==> config.mk <==
export PLATFORM = sky130hd
export DESIGN_NAME = texture_block_deswizzle_address
export DESIGN_NICKNAME = d
export VERILOG_FILES = /design/src/design/tbd_pkg.sv /design/src/design/tbd_front.sv /design/src/design/tbd_queue.sv /design/src/design/tbd_remap.sv /design/src/design/tbd_back.sv /design/src/design/texture_block_deswizzle_address.sv
export SDC_FILE = /design/constraint.sdc
export NUM_CORES = 2
export LEC_CHECK = 0
export ABC_CLOCK_PERIOD_IN_PS = 92200
export BUFFER_PORTS_ARGS = -buffer_cell sky130_fd_sc_hd__buf_2
export CORE_AREA = 3 3 388 678
export CTS_CLUSTER_SIZE = 28
export DETAILED_ROUTE_END_ITERATION = 12
export DIE_AREA = 0 0 391 681
export SETUP_SLACK_MARGIN = 0.15
export SLEW_MARGIN = 40
export SYNTH_ARGS = -nofsm -noshare
export SYNTH_HDL_FRONTEND = slang
export SYNTH_SLANG_ARGS = --single-unit
==> constraint.sdc <==
create_clock -name i_clk -period 92.2 [get_ports i_clk]
set_input_delay 13.83 -clock i_clk [delete_from_list [all_inputs] [get_ports i_clk]]
set_output_delay 13.83 -clock i_clk [all_outputs]
set_load 0.01 [all_outputs]
==> src/design/tbd_pkg.sv <==
`timescale 1ns / 1ps

package tbd_pkg;

    // Largest block dimension the address space supports
    localparam int MAX_DIM_BLOCKS = 4096;
    // Coordinates clamp to this value
    localparam logic [15:0] SAT_LIM = (MAX_DIM_BLOCKS - 1 > 4095) ? 16'd4095
                                      : 16'(MAX_DIM_BLOCKS - 1);
    localparam int NUM_STAGES = 3;
    localparam int DIV_STEPS  = 12;
    localparam int Q_DEPTH    = 4;
    localparam int Q_AW       = $clog2(Q_DEPTH);

    typedef enum logic [1:0] {
        CFG_WIDTH  = 2'd0,
        CFG_HEIGHT = 2'd1,
        CFG_BPB    = 2'd2
    } t_cfg_idx;

    typedef struct packed {
        logic [11:0] block_col;
        logic [11:0] block_row;
    } t_in;

    typedef struct packed {
        logic [11:0] dest_col;
        logic [11:0] dest_row;
        logic [31:0] byte_offset;
        logic        out_of_range;
    } t_out;

    typedef struct packed {
        logic [12:0] width_blocks;
        logic [12:0] height_blocks;
        logic [8:0]  bytes_per_block;
    } t_cfg;

    // One item in flight: coordinates and per-stage run flags
    typedef struct packed {
        logic [12:0]           col;
        logic [15:0]           row;
        logic [NUM_STAGES-1:0] run;
    } t_work;

    // Restoring divider state: partial remainder and dividend/quotient
    typedef struct packed {
        logic [11:0] rem;
        logic [11:0] quo;
    } t_div;

    typedef struct packed {
        t_work w;
        t_div  d;
    } t_rmp;

    // One quotient bit of a restoring division
    function automatic t_div div_step(t_div d, logic [11:0] n);
        t_div        res;
        logic [12:0] r2;
        logic        qb;
        r2 = {d.rem, d.quo[11]};
        qb = 1'b0;
        if (r2 >= {1'b0, n}) begin
            r2 = r2 - {1'b0, n};
            qb = 1'b1;
        end
        res.rem = r2[11:0];
        res.quo = {d.quo[10:0], qb};
        return res;
    endfunction

endpackage

==> src/design/tbd_front.sv <==
`timescale 1ns / 1ps

module tbd_front (
    input  logic          i_clk,
    input  logic          i_rst_n,
    input  tbd_pkg::t_cfg i_cfg,
    input  logic          i_valid,
    output logic          o_stall,
    input  tbd_pkg::t_in  i_data,
    input  logic          i_full,
    output logic          o_push,
    output tbd_pkg::t_work o_work
);
    import tbd_pkg::*;

    logic  r_fv;
    t_work r_fw;
    t_work n_fw;
    logic [12:0] w;
    logic [12:0] h;

    assign w = i_cfg.width_blocks;
    assign h = i_cfg.height_blocks;

    // Classify: decide which remap stages run for the current image
    always_comb begin
        n_fw.col    = {1'b0, i_data.block_col};
        n_fw.row    = {4'b0, i_data.block_row};
        n_fw.run[0] = (w > 13'd1) && (h > 13'd1) && ((w >> 1) != 13'd0);
        n_fw.run[1] = (w > 13'd2) && (h > 13'd2) && ((w >> 2) != 13'd0);
        n_fw.run[2] = (w > 13'd4) && (h > 13'd4) && ((w >> 3) != 13'd0);
    end

    assign o_stall = r_fv && i_full;
    assign o_push  = r_fv && !i_full;
    assign o_work  = r_fw;

    // Hold the item until the queue takes it
    always_ff @(posedge i_clk) begin
        if (!i_rst_n) begin
            r_fv <= 1'b0;
        end else if (!r_fv || !i_full) begin
            r_fv <= i_valid;
        end
    end

    always_ff @(posedge i_clk) begin
        if ((!r_fv || !i_full) && i_valid) begin
            r_fw <= n_fw;
        end
    end

endmodule

==> src/design/tbd_queue.sv <==
`timescale 1ns / 1ps

module tbd_queue (
    input  logic           i_clk,
    input  logic           i_rst_n,
    input  logic           i_push,
    input  tbd_pkg::t_work i_work,
    input  logic           i_pop,
    output logic           o_full,
    output logic           o_empty,
    output tbd_pkg::t_work o_work
);
    import tbd_pkg::*;

    t_work           r_mem [Q_DEPTH];
    logic [Q_AW-1:0] r_wr;
    logic [Q_AW-1:0] r_rd;
    logic [Q_AW:0]   r_cnt;

    assign o_full  = (r_cnt == (Q_AW+1)'(Q_DEPTH));
    assign o_empty = (r_cnt == '0);
    assign o_work  = r_mem[r_rd];

    // Store on push
    always_ff @(posedge i_clk) begin
        if (i_push) begin
            r_mem[r_wr] <= i_work;
        end
    end

    // Advance pointers and occupancy
    always_ff @(posedge i_clk) begin
        if (!i_rst_n) begin
            r_wr  <= '0;
            r_rd  <= '0;
            r_cnt <= '0;
        end else begin
            if (i_push) r_wr <= r_wr + Q_AW'(1);
            if (i_pop)  r_rd <= r_rd + Q_AW'(1);
            if (i_push && !i_pop)      r_cnt <= r_cnt + (Q_AW+1)'(1);
            else if (!i_push && i_pop) r_cnt <= r_cnt - (Q_AW+1)'(1);
        end
    end

endmodule

==> src/design/tbd_remap.sv <==
`timescale 1ns / 1ps

module tbd_remap (
    input  logic           i_clk,
    input  logic           i_rst_n,
    input  logic           i_en,
    input  logic [1:0]     i_lvl,
    input  logic [12:0]    i_width,
    input  logic           i_valid,
    input  tbd_pkg::t_work i_work,
    output logic           o_valid,
    output tbd_pkg::t_work o_work
);
    import tbd_pkg::*;

    logic [11:0] n;
    logic [1:0]  hs;
    t_rmp        entry;
    t_rmp        pv    [DIV_STEPS];
    t_rmp        n_stg [DIV_STEPS];
    t_rmp        r_stg [DIV_STEPS];
    logic        r_v   [DIV_STEPS];
    logic        r_fin_v;
    t_work       r_fin;
    t_work       n_fin;
    t_rmp        last;
    logic [15:0] m;
    logic [12:0] p;
    logic [12:0] cm;
    logic [15:0] rm;
    logic [15:0] rowq;

    // Group count n = width / G, G = 2^lvl
    assign n  = 12'(i_width >> i_lvl);
    assign hs = i_lvl - 2'd1;

    always_comb begin
        entry.w     = i_work;
        entry.d.rem = '0;
        entry.d.quo = 12'(i_work.col >> i_lvl);
    end

    // Divider steps: one quotient bit per stage
    always_comb begin
        pv[0] = entry;
        for (int s = 1; s < DIV_STEPS; s++) pv[s] = r_stg[s-1];
        for (int s = 0; s < DIV_STEPS; s++) begin
            n_stg[s].w  = pv[s].w;
            n_stg[s].d  = div_step(pv[s].d, n);
        end
    end

    always_ff @(posedge i_clk) begin
        if (!i_rst_n) begin
            for (int s = 0; s < DIV_STEPS; s++) r_v[s] <= 1'b0;
        end else if (i_en) begin
            r_v[0] <= i_valid;
            for (int s = 1; s < DIV_STEPS; s++) r_v[s] <= r_v[s-1];
        end
    end

    always_ff @(posedge i_clk) begin
        if (i_en) begin
            for (int s = 0; s < DIV_STEPS; s++) r_stg[s] <= n_stg[s];
        end
    end

    // Rebuild coordinates from quotient and remainder of col/G by n
    always_comb begin
        last  = r_stg[DIV_STEPS-1];
        m     = 16'(last.w.row >> hs) + {4'b0, last.d.quo};
        p     = m[0] ? ({1'b0, n} + {1'b0, last.d.rem}) : {1'b0, last.d.rem};
        cm    = last.w.col & 13'((13'd1 << i_lvl) - 13'd1);
        rm    = last.w.row & ((16'd1 << hs) - 16'd1);
        rowq  = {m[15:1], 1'b0} + {15'b0, p[0]};
        n_fin = last.w;
        if (last.w.run[hs]) begin
            n_fin.col = 13'({4'b0, p[12:1]} << i_lvl) | cm;
            n_fin.row = (rowq << hs) | rm;
        end
    end

    always_ff @(posedge i_clk) begin
        if (!i_rst_n) begin
            r_fin_v <= 1'b0;
        end else if (i_en) begin
            r_fin_v <= r_v[DIV_STEPS-1];
        end
    end

    always_ff @(posedge i_clk) begin
        if (i_en) begin
            r_fin <= n_fin;
        end
    end

    assign o_valid = r_fin_v;
    assign o_work  = r_fin;

endmodule

==> src/design/tbd_back.sv <==
`timescale 1ns / 1ps

module tbd_back (
    input  logic           i_clk,
    input  logic           i_rst_n,
    input  tbd_pkg::t_cfg  i_cfg,
    input  logic           i_empty,
    input  tbd_pkg::t_work i_work,
    output logic           o_pop,
    output logic           o_valid,
    input  logic           i_stall,
    output tbd_pkg::t_out  o_data
);
    import tbd_pkg::*;

    logic        en;
    logic        v   [NUM_STAGES+1];
    t_work       wk  [NUM_STAGES+1];
    logic [15:0] fcol;
    logic [15:0] frow;
    logic [11:0] sc;
    logic [11:0] sr;
    logic        oor;

    logic        r_m1_v;
    logic [24:0] r_m1_prod;
    logic [11:0] r_m1_col;
    logic [11:0] r_m1_row;
    logic        r_m1_oor;
    logic        r_m2_v;
    logic [25:0] r_m2_lin;
    logic [11:0] r_m2_col;
    logic [11:0] r_m2_row;
    logic        r_m2_oor;
    logic        r_out_v;
    t_out        r_out;
    logic [34:0] prod_off;

    // Whole pipeline advances when the output register is free
    assign en    = !r_out_v || !i_stall;
    assign o_pop = en && !i_empty;
    assign v[0]  = o_pop;
    assign wk[0] = i_work;

    for (genvar g = 0; g < NUM_STAGES; g++) begin : g_stage
        tbd_remap u_remap (
            .i_clk   (i_clk),
            .i_rst_n (i_rst_n),
            .i_en    (en),
            .i_lvl   (2'(g + 1)),
            .i_width (i_cfg.width_blocks),
            .i_valid (v[g]),
            .i_work  (wk[g]),
            .o_valid (v[g+1]),
            .o_work  (wk[g+1])
        );
    end

    // Range check and saturate
    always_comb begin
        fcol = {3'b0, wk[NUM_STAGES].col};
        frow = wk[NUM_STAGES].row;
        oor  = frow >= {3'b0, i_cfg.height_blocks};
        sc   = 12'((fcol > SAT_LIM) ? SAT_LIM : fcol);
        sr   = 12'((frow > SAT_LIM) ? SAT_LIM : frow);
    end

    assign prod_off = {9'b0, r_m2_lin} * {26'b0, i_cfg.bytes_per_block};

    always_ff @(posedge i_clk) begin
        if (!i_rst_n) begin
            r_m1_v  <= 1'b0;
            r_m2_v  <= 1'b0;
            r_out_v <= 1'b0;
        end else if (en) begin
            r_m1_v  <= v[NUM_STAGES];
            r_m2_v  <= r_m1_v;
            r_out_v <= r_m2_v;
        end
    end

    // Offset: row * width, then add column, then scale by block size
    always_ff @(posedge i_clk) begin
        if (en) begin
            r_m1_prod <= {13'b0, sr} * {12'b0, i_cfg.width_blocks};
            r_m1_col  <= sc;
            r_m1_row  <= sr;
            r_m1_oor  <= oor;
            r_m2_lin  <= {1'b0, r_m1_prod} + {14'b0, r_m1_col};
            r_m2_col  <= r_m1_col;
            r_m2_row  <= r_m1_row;
            r_m2_oor  <= r_m1_oor;
            r_out.dest_col     <= r_m2_col;
            r_out.dest_row     <= r_m2_row;
            r_out.byte_offset  <= prod_off[31:0];
            r_out.out_of_range <= r_m2_oor;
        end
    end

    assign o_valid = r_out_v;
    assign o_data  = r_out;

endmodule

==> src/design/texture_block_deswizzle_address.sv <==
`timescale 1ns / 1ps
// Texture block deswizzle address generator.
// Input channel (i_in_valid / o_in_stall / i_in_data) takes the tiled column
// and row of one compressed block; a transfer happens when valid is high and
// stall is low. Output channel (o_out_valid / i_out_stall / o_out_data) gives
// the linear column, row, byte offset and out-of-range flag.
// The configuration channel (i_cfg_valid / o_cfg_ready, index and data) sets
// width, height and bytes per block; write it only while no item is in flight.
// One item per cycle is sustained while the receiver does not stall. From input
// transfer to output an item passes one front register, the queue, three remap
// stages (each a 12-step restoring divider by width/G plus a rebuild register)
// and three offset stages (two multiplies and an add).
// A 4-entry queue parts the front from the back; when the receiver stalls the
// back pipeline freezes, the queue fills and then input stall rises.
// Synchronous reset empties the pipeline and queue and loads width 1,
// height 1 and 16 bytes per block.
module texture_block_deswizzle_address (
    input  logic          i_clk,
    input  logic          i_rst_n,
    input  logic          i_in_valid,
    output logic          o_in_stall,
    input  tbd_pkg::t_in  i_in_data,
    output logic          o_out_valid,
    input  logic          i_out_stall,
    output tbd_pkg::t_out o_out_data,
    input  logic          i_cfg_valid,
    output logic          o_cfg_ready,
    input  logic [1:0]    i_cfg_index,
    input  logic [12:0]   i_cfg_data
);
    import tbd_pkg::*;

    t_cfg  r_cfg;
    logic  push;
    logic  pop;
    logic  full;
    logic  empty;
    t_work f_work;
    t_work q_work;

    assign o_cfg_ready = 1'b1;

    // Write configuration registers
    always_ff @(posedge i_clk) begin
        if (!i_rst_n) begin
            r_cfg.width_blocks    <= 13'd1;
            r_cfg.height_blocks   <= 13'd1;
            r_cfg.bytes_per_block <= 9'd16;
        end else if (i_cfg_valid) begin
            unique case (t_cfg_idx'(i_cfg_index))
                CFG_WIDTH:  r_cfg.width_blocks    <= i_cfg_data;
                CFG_HEIGHT: r_cfg.height_blocks   <= i_cfg_data;
                CFG_BPB:    r_cfg.bytes_per_block <= i_cfg_data[8:0];
                default: ;
            endcase
        end
    end

    tbd_front u_front (
        .i_clk   (i_clk),
        .i_rst_n (i_rst_n),
        .i_cfg   (r_cfg),
        .i_valid (i_in_valid),
        .o_stall (o_in_stall),
        .i_data  (i_in_data),
        .i_full  (full),
        .o_push  (push),
        .o_work  (f_work)
    );

    tbd_queue u_queue (
        .i_clk   (i_clk),
        .i_rst_n (i_rst_n),
        .i_push  (push),
        .i_work  (f_work),
        .i_pop   (pop),
        .o_full  (full),
        .o_empty (empty),
        .o_work  (q_work)
    );

    tbd_back u_back (
        .i_clk   (i_clk),
        .i_rst_n (i_rst_n),
        .i_cfg   (r_cfg),
        .i_empty (empty),
        .i_work  (q_work),
        .o_pop   (pop),
        .o_valid (o_out_valid),
        .i_stall (i_out_stall),
        .o_data  (o_out_data)
    );

endmodule

==> reports/metrics.csv <==
metric,value,unit
cp_data_arrival_time,17.63,ns
start_kind,primary input,
yosysWarningCount,0,
gp_congestion,0.870,
vias_per_cell,5.29,
rows,247,
layout.nets,8689,
finalPower,4.03,mW
path_common_cell,buf_4,
wl_per_cell,19.7,um
ys_async_sr_fraction,0,
cts_sinks,2124,
yosysUniqueCellTypes,87,
grt_antenna_before_repair,3,
drt_iter0_drc,3365,
cts_tree,built,
cts_buffers,205,
die_w,391,um
drive_above_1_share,0.101,
seq_area_frac_synth,0.612,
grt-ovfl-total,0,
seq_power_share,0.447,
status,"complete, no violations",
insertion_delay,0.89,ns
fmax,0.0581,GHz
p_clk_frac,0.212,
nFillCells,22788,
finalSetupViolations,0,
post_cts_resized,0,
port_buffers,102,
yosys_register_bits,2124,
cts_root_buf,clkbuf_16,
slew_violations,0,
synth_top_area_cell,edfxtp_1,
syn_avg_cell_area,13.7,sq um
track_usage,0.164,
hold_path.class,register to register,
first_pass_iters,6,
ys.flop_type,edfxtp_1,
comb_power_share,0.341,
grt_pass1_wl,341000,um
post-cts-setup-buffer-count,0,
crit_type,primary input to register,
fin_util,0.445,
fin_crit,17.20,ns
irDropWorstVdd,0.0200,mV
clock_skew,0.0892,ns
antenna_left,0,
worst-path-buf-inv,8,
clock_path_buffers,4,
io_pins,104,
slowest_stage,buf_4,
worst-path-max-fanout,116,
drc_errors,0,
synth_cells,7514,
vias,59668,
grt_max_degree,163,
grt_pass1_vias,61931,
p_int,2.71,mW
fp.dieArea,0.266,sq mm
yosysTopAreaCellShare,0.596,
power_density,35.0,mW/mm^2
path_cells,buf_2 > and2_1 > buf_4 > inv_8 > buf_6 > buf_6 > buf_4 > buf_12 > buf_4,
synth_area_leaders,"edfxtp_1, ha_1, fa_1",
postPlaceCellArea,0.108,sq mm
synth-edff-count,2046,
netlist_area,0.103,sq mm
hold_viol,0,
critPathCaptureType,register,
cp_top_family,buffers and inverters,
tns,0,ns
drt_wl_total,222000,um
final_area,0.115,sq mm
place_hpwl,154000,um
crit_required,92.63,ns
path_clk_slew,0.06,ns
htree_levels,4,
p_sw,1.32,mW
dieHeight,681,um
rsz0062_at_grt,false,
crit_path_max_incr_delay,0.65,ns
swShare,0.327,
hold_buffers,0,
initial_core_util,0.399,
period_share,0.187,
relSlewSlack,0.419,
area_growth_syn_to_layout,11.5,%
core-area,0.258,sq mm
drv_cap,0,
p_leak,44.3,nW
worstMarginPinSlew,0.872,ns
-- flip-flops by register name (all words and copies together) (netlist names), 2 cells and up, named ones only --
name and flops:
u_back.r_m1_prod 25, u_back.g_stage.u_remap.o_valid 3, u_queue.r_rd 2, u_back.g_stage.u_remap.r_stg 1660
u_back.r_m1_row 12, u_queue.r_cnt 3, u_queue.r_wr 2, u_back.g_stage.u_remap.o_work 84
u_back.g_stage.u_remap.r_v 36, u_back.r_m2_lin 26, u_back.o_data 57, u_back.r_m2_row 12
u_back.r_m2_col 12, r_cfg 35, u_queue.r_mem 108, u_back.r_m1_col 12
u_front.o_work 27
-- through the flow --
| step | setup WS (ns) | instances | hold WS (ns) |
|---|---|---|---|
| after global routing | 74.70 | 11276 | 0.393 |
| after global placement | 73.34 | 10898 | 0.400 |
| after floorplan | 22.68 | 7522 | 0.400 |
| after detailed placement | 73.72 | 10903 | 0.405 |
| after CTS | 74.66 | 11271 | 0.385 |
| final | 75.00 | 11281 | 0.387 |
-- logic make-up after synthesis --
logic type / Yosys count / share of synthesized area
AO/OA/AOI/OAI: 1332 / 0.0832
XOR/XNOR: 362 / 0.0308
adder cells (fa/ha/maj): 892 / 0.132
buffers and inverters: 689 / 0.0256
flip-flops: 2124 / 0.612
multiplexers: 269 / 0.0328
other: 2 / 0.0000729
AND/OR/NAND/NOR: 1844 / 0.0845
-- power groups by stage --
stage	clock network (mW)	registers [mW]	logic, mW
after floorplan	0	1.72	1.06
after global placement	0	1.81	1.32
after detailed placement	0	1.82	1.36
after CTS	0.884	1.81	1.37
after global routing	0.918	1.84	1.53
final	0.856	1.80	1.37
-- Yosys cell counts (70+ instances only) --
cell,count
nor2_1,382
o21a_1,111
nor3_1,119
xnor2_1,225
nor2b_1,121
and2_1,129
inv_1,512
mux2_2,113
o21ai_0,324
fa_1,318
nand3_1,102
a21oi_1,362
nand2_1,691
a21o_1,111
xor2_1,137
clkbuf_1,144
ha_1,574
nand2b_1,70
edfxtp_1,2046
dfxtp_1,78
a21boi_0,76
mux2i_1,87
-- cell type report --
type | count | area, sq um | share of cell area
inverters | 517 | 1950 | 0.0170
flip-flops and latches | 2124 | 63000 | 0.548
repair buffers | 196 | 1380 | 0.0120
well taps | 3361 | 4210 | 0.0366
multi-input cells | 4709 | 37600 | 0.327
diodes | 6 | 15.0 | 0.000131
clock inverters | 138 | 1500 | 0.0131
clock buffers | 230 | 5270 | 0.0458
-- worst paths after layout --
kind | startpoint | depth (start not counted) | slack, ns | to
setup / recovery | i_out_stall | 9 | 75.00 | u_back.g_stage[1].u_remap.r_stg[0][20]
hold / removal | u_back.g_stage[0].u_remap.o_work[28] | 0 | 0.39 | u_back.g_stage[1].u_remap.r_stg[0][52]
hold reg to reg | u_back.g_stage[0].u_remap.o_work[28] | 0 | 0.39 | u_back.g_stage[1].u_remap.r_stg[0][52]
setup reg to reg | u_back.g_stage[2].u_remap.o_work[17] | 19 | 85.01 | u_back.r_m1_prod[21]
-- layout by cell type (no fill, tap or decap), types with 65 or more instances in the layout --
| master | synthesis | routed |
|---|---|---|
| edfxtp_1 | 2046 | 2046 |
| nand2_1 | 691 | 691 |
| ha_1 | 574 | 574 |
| inv_1 | 512 | 503 |
| nor2_1 | 382 | 380 |
| a21oi_1 | 362 | 362 |
| o21ai_0 | 324 | 324 |
| fa_1 | 318 | 318 |
| xnor2_1 | 225 | 225 |
| clkbuf_16 | 0 | 207 |
| xor2_1 | 137 | 137 |
| and2_1 | 129 | 129 |
| nor2b_1 | 121 | 120 |
| nor3_1 | 119 | 117 |
| mux2_2 | 113 | 113 |
| o21a_1 | 111 | 111 |
| a21o_1 | 111 | 111 |
| nand3_1 | 102 | 102 |
| buf_2 | 5 | 102 |
| mux2i_1 | 87 | 87 |
| a21boi_0 | 76 | 75 |
| buf_4 | 2 | 74 |
| nand2b_1 | 70 | 69 |
| dfxtp_1 | 78 | 65 |
-- worst reg2reg max path, cell delays in order (launching register included) --
cell	delay, ns
edfxtp_1	0.41
nor3_2	0.70
nand2b_1	0.69
nand2_1	0.31
fa_1	0.47
fa_1	0.49
fa_1	0.49
inv_1	0.05
fa_1	0.54
inv_1	0.06
fa_1	0.53
inv_1	0.05
ha_1	0.34
a21o_1	0.22
or3_1	0.31
o21ai_0	0.52
o31ai_1	0.25
a21o_1	0.22
a21oi_1	0.17
xnor2_1	0.09
-- layer usage --
layer | up-vias | wire length (um) | global-route usage
met5 | - | 0 | 0
met4 | 0 | 13800 | 0.0923
met3 | 575 | 7930 | 0.0216
met2 | 1241 | 119000 | 0.311
met1 | 29843 | 81300 | 0.173
li1 | 28009 | - | -
(Power assumes the default switching activity.)
